<file path="src/hdl/spp_pkg.sv">
// Package with shared constants and types for the screen projection block.
`timescale 1ns / 1ps
package spp_pkg;

  localparam int FRAC_BITS_DEF  = 16;
  localparam int WORD_WIDTH_DEF = 32;

  localparam logic [1:0] MODE_LOAD_VIEW = 2'd0;
  localparam logic [1:0] MODE_LOAD_PROJ = 2'd1;
  localparam logic [1:0] MODE_TRANSFORM = 2'd2;
  localparam logic [1:0] MODE_PICK      = 2'd3;

  localparam logic [1:0] REG_WIDTH  = 2'd0;
  localparam logic [1:0] REG_HEIGHT = 2'd1;
  localparam logic [1:0] REG_RADIUS = 2'd2;

  localparam logic [13:0] WIDTH_RESET  = 14'd1024;
  localparam logic [13:0] HEIGHT_RESET = 14'd768;

  // Divider command from the sequencer to the divide unit.
  typedef struct packed {
    logic start;
  } div_ctl_t;

endpackage

</file>
<file path="src/hdl/spp_div.sv">
// Bit-serial signed fixed-point divider: (n << FRAC_BITS) / d, saturated.
`timescale 1ns / 1ps
module spp_div #(
  parameter int FRAC_BITS  = spp_pkg::FRAC_BITS_DEF,
  parameter int WORD_WIDTH = spp_pkg::WORD_WIDTH_DEF
) (
  input  logic                         clk,
  input  logic                         rst,
  input  spp_pkg::div_ctl_t            ctl,
  input  logic signed [WORD_WIDTH-1:0] num,
  input  logic signed [WORD_WIDTH-1:0] den,
  output logic                         done,
  output logic signed [WORD_WIDTH-1:0] quo,
  output logic                         sat
);
  localparam int NW = WORD_WIDTH + FRAC_BITS;
  localparam int CW = $clog2(NW + 1);

  logic [NW-1:0]       dividend;
  logic [NW-1:0]       q;
  logic [WORD_WIDTH:0] rem;
  logic [WORD_WIDTH:0] ud;
  logic                neg;
  logic [CW-1:0]       count;
  logic                busy;

  logic [WORD_WIDTH+1:0] trial;
  logic [WORD_WIDTH:0]   un;
  logic [NW:0]           sq;
  logic                  over;

  assign trial = {rem, dividend[NW-1]} - {1'b0, ud};
  assign un    = num[WORD_WIDTH-1] ? -{num[WORD_WIDTH-1], num} : {1'b0, num};

  // One quotient bit per cycle, restoring division on magnitudes.
  always_ff @(posedge clk) begin
    if (rst) begin
      busy <= 1'b0;
      done <= 1'b0;
    end else begin
      done <= 1'b0;
      if (ctl.start) begin
        busy     <= 1'b1;
        dividend <= {un[WORD_WIDTH-1:0], {FRAC_BITS{1'b0}}};
        rem      <= '0;
        q        <= '0;
        ud       <= den[WORD_WIDTH-1] ? -{den[WORD_WIDTH-1], den} : {1'b0, den};
        neg      <= num[WORD_WIDTH-1] ^ den[WORD_WIDTH-1];
        count    <= CW'(NW);
      end else if (busy) begin
        dividend <= dividend << 1;
        if (!trial[WORD_WIDTH+1]) begin
          rem <= trial[WORD_WIDTH:0];
          q   <= {q[NW-2:0], 1'b1};
        end else begin
          rem <= {rem[WORD_WIDTH-1:0], dividend[NW-1]};
          q   <= {q[NW-2:0], 1'b0};
        end
        count <= count - 1'b1;
        if (count == CW'(1)) begin
          busy <= 1'b0;
          done <= 1'b1;
        end
      end
    end
  end

  // Apply the sign and clamp to the word range.
  always_comb begin
    sq   = neg ? -{1'b0, q} : {1'b0, q};
    over = 1'b0;
    quo  = sq[WORD_WIDTH-1:0];
    if (!neg && (q > NW'({1'b0, {(WORD_WIDTH-1){1'b1}}}))) begin
      over = 1'b1;
      quo  = {1'b0, {(WORD_WIDTH-1){1'b1}}};
    end else if (neg && (q > NW'({1'b1, {(WORD_WIDTH-1){1'b0}}}))) begin
      over = 1'b1;
      quo  = {1'b1, {(WORD_WIDTH-1){1'b0}}};
    end
    sat = over;
  end
endmodule

</file>
<file path="config.mk">
export PLATFORM = sky130hd
export DESIGN_NAME = spp_div
export DESIGN_NICKNAME = d
export VERILOG_FILES = /design/src/hdl/spp_pkg.sv /design/src/hdl/spp_div.sv
export SDC_FILE = /design/constraint.sdc
export NUM_CORES = 1
export LEC_CHECK = 0
export ABC_AREA = 1
export BUFFER_PORTS_ARGS = -buffer_cell sky130_fd_sc_hd__buf_2
export CORE_AREA = 2 2 164 166
export CTS_CLUSTER_DIAMETER = 40
export CTS_CLUSTER_SIZE = 40
export DETAILED_ROUTE_END_ITERATION = 7
export DIE_AREA = 0 0 166 168
export PLACE_DENSITY = 0.75
export RECOVER_POWER = 50
export SLEW_MARGIN = 25
export SYNTH_ARGS = -nofsm -noshare
export SYNTH_HDL_FRONTEND = slang
export SYNTH_SLANG_ARGS = --single-unit
export TNS_END_PERCENT = 100
</file>
<file path="constraint.sdc">
create_clock -name clk -period 8.4 [get_ports clk]
set_input_delay 1.68 -clock clk [delete_from_list [all_inputs] [get_ports clk]]
set_output_delay 1.68 -clock clk [all_outputs]
set_load 0.02 [all_outputs]
</file>
## Yosys cells after proc, flatten, opt, wreduce, memory -nomap -nowiden

Index checks and enable logic that the tools add are counted.

| word-level totals | value |
|---|---|
| register bits after elaboration | 170 |
| input port bits | 67 |
| output and inout bits | 34 |

| cells by class | value |
|---|---|
| add/sub/neg operators | 5 |
| magnitude comparators | 2 |
| eq/ne operators | 1 |
| muxes and demuxes | 18 |
| bitwise logic cells | 3 |
| reduce and logical (&&, ||, !) cells | 7 |

Operators with widths:

| kind | number |
|---|---|
| two-way mux 48 bit | 3 |
| two-way mux 32 bit | 4 |
| two-way mux 33 bit | 2 |
| negator 32 bit | 2 |
| > comparator 48 x 31 -> 1 bit (second input constant) | 1 |
| > comparator 48 x 32 -> 1 bit (second input constant) | 1 |
| subtractor 34 x 33 -> 34 bit | 1 |
| negator 33 bit | 1 |
| two-way mux 31 bit | 1 |
| two-way mux 1 bit | 7 |
| equality test 6 x 1 -> 1 bit (second input constant) | 1 |
| two-way mux 6 bit | 1 |
| subtractor 6 x 1 -> 6 bit (second input constant) | 1 |
| AND reduction 2 bit | 2 |
| OR reduction 3 bit | 1 |
| logical AND 1 bit | 2 |
| inverter 1 bit | 2 |
| nonzero test 2 bit | 1 |
| logical NOT 1 bit | 1 |
| XOR 1 bit | 1 |

## Depth between registers and ports, before layout

Gate-level depths: netlist of run 1.

| logic depth | value |
|---|---|
| word-level depth | 4 |
| depth in mapped cells | 17 |

## Worst setup path before layout of run 1

OpenSTA, ideal clock, no wires.

| timing | value |
|---|---|
| kind | input to register |
| from | input ctl |
| to | register count[0] (enable) |
| library setup time | 0.639 ns |
| arrival time | 7.711 ns |
| required time | 7.761 ns |
| setup slack | 0.049 ns |
| stages on the path | 3 |
| cell sequence | clkinv_1 > clkbuf_1 > a21oi_1 |

| on the way | value |
|---|---|
| longest elaborated chain between the ends | 2 |

Ends and longest elaborated chain:

| element | RTL line | RTL |
|---|---|---|
| from (decl) | spp_div.sv:9 | `input spp_pkg::div_ctl_t ctl,` |
| nonzero test 2 bit (no source line) | - |  |
| AND reduction 2 bit (no source line) | - |  |
| to (signal assigned) | spp_div.sv:49 | `count <= CW'(NW);` |
| to (signal assigned) | spp_div.sv:59 | `count <= count - 1'b1;` |
| to (decl) | spp_div.sv:24 | `logic [CW-1:0] count;` |

No other way between the ends.
A chain may end at the register's enable or synchronous reset.

## Worst setup path after layout of run 1

| timing | value |
|---|---|
| from | input ctl |
| to | register ud[4] (enable) |

| on the way | value |
|---|---|
| longest elaborated chain between the ends | 1 |

Ends and longest elaborated chain:

| element | RTL line | RTL |
|---|---|---|
| AND reduction 2 bit (no source line) | - |  |
| to (signal assigned) | spp_div.sv:47 | `ud <= den[WORD_WIDTH-1] ? -{den[WORD_WIDTH-1], den} : {1'b0, den};` |
| to (decl) | spp_div.sv:22 | `logic [WORD_WIDTH:0] ud;` |

No other way between the ends.

==> impl_results.md, run 1 <==
- Skew-Pair Late Insertion Delay: 0.44 ns
- Initial antenna violation count: 5
- Max-slew violation count: 76
- Post_cts resized: 0
- Total gr overflow: 0
- Area Growth Syn to Fin: 12.1%
- Hold depth: 2
- Prevailing post-synth register cell: edfxtp_1
- Final Hold Viols: 0
- Total GRT Usage: 0.211
- Flop pwr share: 0.392
- Int Power: 1.61 mW
- Post-synth top area share: 0.394
- Initial DRC Count: 793
- Largest net degree at the start of global routing: 76
- FP Rows: 60
- DIE WIDTH: 166 um
- Die Ht: 168 um
- Min cycle time layout: 5.97 ns
- Wl on met1: 12.7 mm
- Post-DP HPWL: 21.8 mm
- Synth cell count leaders: 482 x nand2_1, 277 x inv_1, 223 x nor2_1
- CP Buf/Inv Count: 4
- Slowest stage cell, crit path: clkbuf_1
- Worst-path clk slew: 0.07 ns
- Routed Antenna Nets: 0
- Net Sw Power: 0.846 mW
- Hold Crit Class: flip-flop to flip-flop
- Post-synthesis average cell area: 7.12 um2
- Crit path depth: 5
- Initial Util: 0.442
- H-tree levels: 4
- GP Congestion: 0.942
- CTS Buf Count: 17
- Largest delay share family, worst path: buffers and inverters
- Cells after synthesis: 1637
- Cell Count, Final, Fillers Out: 2080
- Final TNS setup: 0 ns
- WL met3: 1.73 mm
- Leakage: 6.38 nW
- Setup crit end kind: flip-flop
- RSZ-0062 raised after global routing: no
- Slew margin rel.: -1.23
- Combinational Power Share: 0.277
- Worst Reg-to-Reg Cells: 11
- Status: complete, but fails checks
- # nets final: 1829
- DRT Wirelength: 29.3 mm
- Final Skew: 0.0118 ns
- Count of different cell masters after synthesis: 44
- CTS root buf: clkbuf_16
- Vias: 10516
- Sequential cell area: 0.00463 mm2
- # DRC: 0
- Fraction of layout cells with a size suffix above 1: 0.110
- Fmax: 168 MHz
- Cell Area, Synth: 0.0117 mm2
- Sw Share: 0.345
- Final setup vio count: 0
- CTS max path bufs: 2
- Post-DR wirelength/cell: 14.1 um
- Number of global-route vias before repair: 10159
- PortBufs: 100
- Peak supply drop: 0.000147 V
- Yosys warns: 0
- Worst-Margin Slew: 3.34 ns
- TritonRoute pass-1 iters: 8
- Dominant cell type by area after synthesis: edfxtp_1
- I/O pin count: 101
- Kind of critical path: input port to flip-flop
- PD cells: 188 mW/mm2
- Worst Setup Start Kind: input port
- Req. time, crit path: 8.53 ns
- Wire length on met2: 14.1 mm
- Core area: 0.0264 mm2
- CP max stage delay: 2.33 ns
- Maxcap violations: 1
- Worst path arrival time: 6.10 ns
- Failing checks: capacitance limit, slew limit
- Register area share after synthesis: 0.398
- Clk sinks: 155
- Count leader, synth: nand2_1
- Die area: 0.0279 mm2
- Area of the multi-input gates: 0.00578 mm2
- Max layer used: met5
- CP Cell Sequence: buf_2 > clkbuf_1 > inv_2 > nor2_1 > buf_16
- CTS tree: done
- Synthesis-stage register bit count: 155
- Fillcell total: 2527
- Synth area leaders: edfxtp_1 39%, nand2_1 16%, inv_1 8.9%
- Crit share post-route: 0.711
- Syn nets: 1743
- Post-synth EDFFs: 153
- Clock Power Share: 0.331
- Postcts setup bufs: 0
- Cells after DPL: 2044
- Post-CTS Hold Buffers: 0
- Synth async-reset ratio: 0
- Crit path max fanout: 75
- First-pass GRT wire length: 48.4 mm
- Vias/cell: 5.06
==> logic make-up (layout without fill, tap and decap cells) <==
logic type                 Yosys count  count (layout)  synth area share
DFF                                155             155             0.398
buffers and inverters              321             420             0.108
AOI/OAI and AO/OA                  104             104            0.0488
and+or+nand+nor                    939             939             0.344
xor gates and xnor gates            78              78            0.0586
adders and majority gates           39              39            0.0425
other                                1               4          0.000322
==> tightest hold or removal path, delay by kind of cell (launching register included) <==
kind                   cells  cell delay, ns
DFF                        1            0.30
buffers and inverters      1            0.10
and+or+nand+nor            1            0.07
==> metrics by stage <==
step | util | power [mW] | worst slack (ns) | hold WS (ns) | area [um2]
detailed placement | 0.472 | 1.64 | 3.92 | 0.508 | 12400
floorplan | - | 1.47 | 0.0494 | 0.421 | 11700
global placement | 0.472 | 1.63 | 4.08 | 0.497 | 12400
CTS | 0.495 | 2.45 | 3.35 | 0.517 | 13100
finish | 0.496 | 2.45 | 2.43 | 0.517 | 13100
global route | 0.496 | 2.59 | 2.00 | 0.534 | 13100
==> per-layer routing <==
metal  vias to the layer above  track usage
met5                         -            0
met4                         2       0.0733
met3                        65       0.0383
met2                       297        0.371
met1                      4815        0.261
li1                       5337            -
==> area by class of cell <==
cell class,instances,area share
tap,341,0.0326
sequential,155,0.354
clock inverter,15,0.0145
clock buffer,17,0.0325
antenna,3,0.000574
multi-input combinational,1161,0.442
inverter,283,0.0812
timing repair buffer,105,0.0420
==> layout by cell type, fill, tap and decap left out, types with 11 or more instances in the layout <==
master,instances
a21oi_1,29
buf_2,96
clkbuf_16,17
edfxtp_1,153
ha_1,38
inv_1,277
nand2_1,481
nand3_1,114
nand4_1,22
nor2_1,223
nor2_2,23
nor3_1,25
o21ai_0,45
or2_2,11
xnor2_1,15
xor2_1,63
==> power by group through the flow <==
stage | Combinational (mW) | Sequential, mW | Clock (mW)
detailed placement | 0.664 | 0.977 | 0
finish | 0.678 | 0.961 | 0.812
floorplan | 0.501 | 0.973 | 0
global route | 0.764 | 0.968 | 0.857
global placement | 0.654 | 0.974 | 0
CTS | 0.670 | 0.961 | 0.823
==> sequential cells by signal, summed over array words and instances, names as in the netlist <==
signal    cells
busy          1
ud           33
dividend     32
q            48
neg           1
rem          33
done          1
count         6
==> worst paths after layout <==
check,slack (ns),end,start
setup / recovery,2.43,ud[4]$_DFFE_PP_,ctl
hold / removal,0.52,done$_SDFF_PP0_,busy$_SDFF_PP0_
setup reg to reg,5.46,q[0]$_SDFFCE_PP0P_,rem[25]$_SDFFCE_PP0P_
hold reg to reg,0.52,done$_SDFF_PP0_,busy$_SDFF_PP0_
(Power assumes the default switching activity.)
==> run 2: changes to the inputs <==
clock period = 5.4 ns   (was 8.4 ns; I/O delays follow)
==> impl_results.md, run 2 (synthesis gave the netlist of run 1 again) <==
- Status: complete, but fails checks (unchanged)
- Failing checks: capacitance limit, slew limit (unchanged)
- Cells after DPL: 2044 (unchanged)
- Final setup vio count: 0 (unchanged)
- Min cycle time layout: 4.39 ns
- Largest net degree at the start of global routing: 87 (was 76)
- Top reg by flops: q (unchanged)
- Fillcell total: 2542 (was 2527)
- Net Sw Power: 1.34 mW (was 0.846 mW)
- FF-to-FF setup slack: 2.39 ns (was 5.46 ns)
- Setup crit end kind: flip-flop (unchanged)
- CP max stage delay: 2.41 ns (was 2.33 ns)
- Worst Hold Slack: 0.466 ns (was 0.517 ns)
- Initial Util: 0.442 (unchanged)
- CTS root buf: clkbuf_16 (unchanged)
- DIE WIDTH: 166 um (unchanged)
- CTS max path bufs: 2 (unchanged)
- Total gr overflow: 0 (unchanged)
- Int Power: 2.42 mW (was 1.61 mW)
- Sw Share: 0.356 (was 0.345)
- Slew margin rel.: -1.28 (was -1.23)
- DRT Wirelength: 29.0 mm (was 29.3 mm)
- Kind of critical path: input port to flip-flop (unchanged)
- Slowest stage cell, crit path: clkbuf_1 (unchanged)
- Max reg flops: 48 (unchanged)
- Worst Setup Start Kind: input port (unchanged)
- Maxcap violations: 4 (was 1)
- Worst-path clk slew: 0.07 ns (about the same)
- Initial DRC Count: 718 (was 793)
- Commonest non-fill, non-tap cell in the layout: nand2_1 (unchanged)
- # DRC: 0 (unchanged)
- CP Buf/Inv Count: 4 (unchanged)
- Crit path max fanout: 78 (was 75)
- Hold endpoint: done$_SDFF_PP0_ (unchanged)
- Peak supply drop: 0.000179 V (was 0.000147 V)
- Biggest regs: q x48, rem x33, ud x33 (unchanged)
- Place WS: 1.52 ns (was 3.92 ns)
- Cell Count, Final, Fillers Out: 2080 (unchanged)
- Crit share post-route: 0.813
- Req. time, crit path: 5.58 ns (was 8.53 ns)
- TritonRoute pass-1 iters: 5 (was 8)
- Hold Crit Start: busy$_SDFF_PP0_ (unchanged)
- I/O pin count: 101 (unchanged)
- Post-DR wirelength/cell: 14.0 um (was 14.1 um)
- Post-CTS Hold Buffers: 0 (unchanged)
- Fin worst setup slack: 1.01 ns (was 2.43 ns)
- H-tree levels: 4 (unchanged)
- Area of the multi-input gates: 0.00578 mm2 (about the same)
- FP Rows: 60 (unchanged)
- Final TNS setup: 0 ns (unchanged)
- Routed Antenna Nets: 0 (unchanged)
- Area after DPL: 0.0124 mm2 (unchanged)
- FF-to-FF End: q[0]$_SDFFCE_PP0P_ (unchanged)
- CTS Buf Count: 17 (unchanged)
- Die Ht: 168 um (unchanged)
- Fraction of layout cells with a size suffix above 1: 0.107 (was 0.110)
- PD cells: 288 mW/mm2 (was 188 mW/mm2)
- Clock Power Share: 0.324 (was 0.331)
- Final instance area: 0.0130 mm2 (was 0.0131 mm2)
- Hold depth: 2 (unchanged)
- Combinational Power Share: 0.278 (was 0.277)
- RSZ-0062 raised after global routing: no (unchanged)
- Total GRT Usage: 0.208 (was 0.211)
- Die area: 0.0279 mm2 (unchanged)
- Clk sinks: 155 (unchanged)
- Max-slew violation count: 276 (was 76)
- CP Cell Sequence: clkbuf_1 > inv_1 > clkbuf_1 > nor2_4 > buf_16 (was buf_2 > clkbuf_1 > inv_2 > nor2_1 > buf_16)
- Final Skew: 0.0200 ns (was 0.0118 ns)
- Sequential cell area: 0.00463 mm2 (unchanged)
- CP dominant cell by count: clkbuf_1
- Area Growth Syn to Fin: 11.9% (was 12.1%)
- Worst-Margin Slew: 3.43 ns (was 3.34 ns)
- Postcts setup bufs: 0 (unchanged)
- PortBufs: 100 (unchanged)
- Worst path arrival time: 4.57 ns (was 6.10 ns)
- Leakage: 6.37 nW (was 6.38 nW)
- Largest delay share family, worst path: buffers and inverters (unchanged)
- Fmax: 228 MHz
- Vias: 10471 (was 10516)
- Core area: 0.0264 mm2 (unchanged)
- GP Congestion: 0.921 (was 0.942)
- Most frequent cells in the layout: 482 x nand2_1, 278 x inv_1, 222 x nor2_1, 153 x edfxtp_1, 114 x nand3_1 (was 481 x nand2_1, 277 x inv_1, 223 x nor2_1, 153 x edfxtp_1, 114 x nand3_1)
- Hold Crit Class: flip-flop to flip-flop (unchanged)
- Skew-Pair Late Insertion Delay: 0.44 ns (about the same)
- Worst Reg-to-Reg Cells: 13 (was 11)
- Flop pwr share: 0.398 (was 0.392)
- Initial antenna violation count: 4 (was 5)
- Final Hold Viols: 0 (unchanged)
- # nets final: 1829 (unchanged)
- First-pass GRT wire length: 47.6 mm (was 48.4 mm)
- Number of global-route vias before repair: 9920 (was 10159)
- Post-DP HPWL: 21.6 mm (was 21.8 mm)
- CTS tree: done (unchanged)
- Reg2reg start: rem[2]$_SDFFCE_PP0P_ (was rem[25]$_SDFFCE_PP0P_)
- Post_cts resized: 0 (unchanged)
- Vias/cell: 5.03 (was 5.06)
## run 2: cell types whose count changed in the layout (fill, tap and decap cells not counted), moves of 3 or more
| cell | before | now |
|---|---|---|
| buf_4 | 3 | 0 |
| clkbuf_1 | 5 | 8 |
| inv_6 | 6 | 0 |
| inv_8 | 4 | 8 |
## run 2: worst min-delay path, stage by stage, from the launching register on
cell     delay (ns)
dfxtp_1        0.30
inv_1          0.06
nor4_1         0.06
## run 2: layout make-up
class                      instances  area share
antenna                            3    0.000576
clock buffer                      17      0.0326
clock inverter                    15      0.0130
inverter                         283      0.0815
multi-input combinational       1161       0.443
sequential                       155       0.355
tap                              341      0.0327
timing repair buffer             105      0.0413
## run 2: worst max-delay path by stage
stage / start / to / slack [ns] / cells after the start
floorplan: ctl / count[0]$_SDFFCE_PP0P_ / 0.03 / 3
global placement: q[0]$_SDFFCE_PP0P_ / quo[0] / 1.68 / 12
detailed placement: q[0]$_SDFFCE_PP0P_ / quo[27] / 1.52 / 12
CTS: q[0]$_SDFFCE_PP0P_ / quo[27] / 1.02 / 12
global route: ctl / ud[9]$_DFFE_PP_ / 0.60 / 5
finish: ctl / ud[9]$_DFFE_PP_ / 1.01 / 5
## run 2: routing by layer
| layer | global-route usage | wire [um] | vias to the layer above |
|---|---|---|---|
| met1 | 0.260 | 13000 | 4836 |
| li1 | - | - | 5333 |
| met5 | 0 | 7 | - |
| met2 | 0.370 | 14200 | 260 |
| met4 | 0.0616 | 531 | 2 |
| met3 | 0.0348 | 1300 | 40 |
## run 2: stage by stage
step | util | power [mW]
after floorplan | - | 2.29
after global placement | 0.472 | 2.53
after detailed placement | 0.472 | 2.55
after CTS | 0.495 | 3.76
after global routing | 0.495 | 3.96
final | 0.495 | 3.76
## run 2: power groups by stage
stage	sequential (mW)	combinational, mW	clock [mW]
after detailed placement	1.52	1.03	0
after CTS	1.49	1.04	1.23
final	1.50	1.05	1.22
after floorplan	1.51	0.780	0
after global routing	1.51	1.18	1.28
after global placement	1.52	1.01	0
==> run 3: changes to the inputs <==
PLACE_DENSITY = 0.73   (was 0.75)
clock period = 4.04 ns   (was 5.4 ns; I/O delays follow)
==> impl_results.md, run 3 (synthesis gave the netlist of run 1 again) <==
- Status: complete, but fails checks (unchanged)
- Failing checks: capacitance limit, slew limit (unchanged)
- Worst-Margin Slew: 2.01 ns (was 3.43 ns)
- CTS max path bufs: 2 (unchanged)
- CP startpoint: ctl (unchanged)
- Biggest regs: q x48, rem x33, ud x33 (unchanged)
- CTS root buf: clkbuf_16 (unchanged)
- Die Ht: 168 um (unchanged)
- PortBufs: 100 (unchanged)
- Fraction of layout cells with a size suffix above 1: 0.111 (was 0.107)
- Min cycle time layout: 3.75 ns
- DIE WIDTH: 166 um (unchanged)
- Final Skew: 0.0172 ns (was 0.0200 ns)
- Maxcap violations: 2 (was 4)
- Total gr overflow: 0 (unchanged)
- Number of global-route vias before repair: 10147 (was 9920)
- I/O pin count: 101 (unchanged)
- Total Power: 5.02 mW (was 3.76 mW)
- FP Rows: 60 (unchanged)
- Leakage: 6.39 nW (was 6.37 nW)
- PD cells: 384 mW/mm2 (was 288 mW/mm2)
- Final setup vio count: 0 (unchanged)
- Routed Antenna Nets: 0 (unchanged)
- Area of the multi-input gates: 0.00577 mm2 (was 0.00578 mm2)
- # nets final: 1835 (was 1829)
- CTS tree: done (unchanged)
- Worst-path clk slew: 0.06 ns (was 0.07 ns)
- Skew-Pair Late Insertion Delay: 0.43 ns (was 0.44 ns)
- Largest net degree at the start of global routing: 78 (was 87)
- Hold Crit Class: flip-flop to flip-flop (unchanged)
- Fmax: 266 MHz
- Clk sinks: 155 (unchanged)
- Max reg flops: 48 (unchanged)
- Area Growth Syn to Fin: 12.1% (was 11.9%)
- Kind of critical path: input port to flip-flop (unchanged)
- Final instance area: 0.0131 mm2 (was 0.0130 mm2)
- CTS Buf Count: 17 (unchanged)
- Sequential cell area: 0.00463 mm2 (unchanged)
- Die area: 0.0279 mm2 (unchanged)
- Slew margin rel.: -0.340 (was -1.28)
- Reg2reg start: busy$_SDFF_PP0_ (was rem[2]$_SDFFCE_PP0P_)
- Crit path max fanout: 72 (was 78)
- Area after DPL: 0.0125 mm2 (was 0.0124 mm2)
- Final TNS setup: 0 ns (unchanged)
- Most frequent cells in the layout: 482 x nand2_1, 278 x inv_1, 223 x nor2_1, 153 x edfxtp_1, 115 x nand3_1 (was 482 x nand2_1, 278 x inv_1, 222 x nor2_1, 153 x edfxtp_1, 114 x nand3_1)
- Peak supply drop: 0.000284 V (was 0.000179 V)
- First-pass GRT wire length: 47.7 mm (was 47.6 mm)
- Vias: 10395 (was 10471)
- Worst Setup Start Kind: input port (unchanged)
- H-tree levels: 4 (unchanged)
- Vias/cell: 4.98 (was 5.03)
- Initial antenna violation count: 5 (was 4)
- GP Congestion: 0.921 (about the same)
- RSZ-0062 raised after global routing: no (unchanged)
- Post-DR wirelength/cell: 13.7 um (was 14.0 um)
- Core area: 0.0264 mm2 (unchanged)
- Crit share post-route: 0.929
- DRT Wirelength: 28.6 mm (was 29.0 mm)
- Post-DP HPWL: 21.6 mm (about the same)
- Hold Crit Start: busy$_SDFF_PP0_ (unchanged)
- Worst path arrival time: 3.80 ns (was 4.57 ns)
- CP max stage delay: 1.50 ns (was 2.41 ns)
- Total GRT Usage: 0.208 (about the same)
- Setup crit end kind: flip-flop (unchanged)
- Max-slew violation count: 100 (was 276)
- Final Hold Viols: 0 (unchanged)
- Initial DRC Count: 740 (was 718)
- Commonest non-fill, non-tap cell in the layout: nand2_1 (unchanged)
- Initial Util: 0.442 (unchanged)
- CP Cell Sequence: clkbuf_1 > inv_1 > a21oi_1 > clkbuf_4 (was clkbuf_1 > inv_1 > clkbuf_1 > nor2_4 > buf_16)
- Req. time, crit path: 4.08 ns (was 5.58 ns)
- Cells after DPL: 2050 (was 2044)
- TritonRoute pass-1 iters: 5 (unchanged)
- Postcts setup bufs: 0 (unchanged)
- # DRC: 0 (unchanged)
- Top reg by flops: q (unchanged)
- Cell Count, Final, Fillers Out: 2087 (was 2080)
- Fillcell total: 2585 (was 2542)
- Slowest stage cell, crit path: a21oi_1 (was clkbuf_1)
==> run 3: changes by cell type in the layout (fill, tap and decap cells not counted), sizes merged <==
cell,delta
diode,+1
buf,+5
clkinvlp,+1
clkinv,-3
clkbuf,+1
bufinv,+1
inv,+1
==> run 3: routing by layer <==
metal	GRT usage	wire length, um	vias to the layer above
met5	0	11	-
met4	0.0696	471	2
met3	0.0331	1340	38
met2	0.368	14100	230
met1	0.259	12600	4776
li1	-	-	5349
==> run 3: final cells by class <==
| type | instances | share of cell area |
|---|---|---|
| Multi-Input combinational cell | 1161 | 0.441 |
| Antenna cell | 4 | 0.000766 |
| Inverter | 283 | 0.0813 |
| Clock buffer | 17 | 0.0326 |
| Clock inverter | 15 | 0.0133 |
| Sequential cell | 155 | 0.355 |
| Tap cell | 341 | 0.0327 |
| Timing Repair Buffer | 111 | 0.0436 |
==> run 3: worst paths after layout <==
| path | endpoint | slack [ns] | depth (start not counted) |
|---|---|---|---|
| min | done$_SDFF_PP0_ | 0.45 | 2 |
| max reg2reg | dividend[38]$_DFFE_PP_ | 0.59 | 3 |
| max | dividend[38]$_DFFE_PP_ | 0.29 | 4 |
| min reg2reg | done$_SDFF_PP0_ | 0.45 | 2 |
==> run 3: what timing repair did <==
item / in CTS / in global routing
resized for setup: 0 / 1
hold endpoints to repair: 0 / 0
setup endpoints to repair: 0 / 1
hold buffers: 0 / 0
==> run 3: per-stage QoR <==
step | utilization | hold WS [ns] | worst slack (ns)
6_report | 0.496 | 0.448 | 0.287
5_1_grt | 0.496 | 0.472 | 0.0601
3_3_place_gp | 0.474 | 0.499 | 0.909
3_5_place_dp | 0.474 | 0.505 | 0.800
2_1_floorplan | - | 0.480 | 0.415
4_1_cts | 0.497 | 0.514 | 0.284
==> run 3: critical path: cells and delay by family <==
kind / cells / cell delay, ns
AO/OA/AOI/OAI: 1 / 1.50
buffers and inverters: 3 / 1.41
==> run 3: where the power goes <==
group          total [mW]  switching (mW)  internal [mW]
registers            1.99          0.0606           1.93
logic                1.39           0.932          0.462
clock network        1.63           0.742          0.885
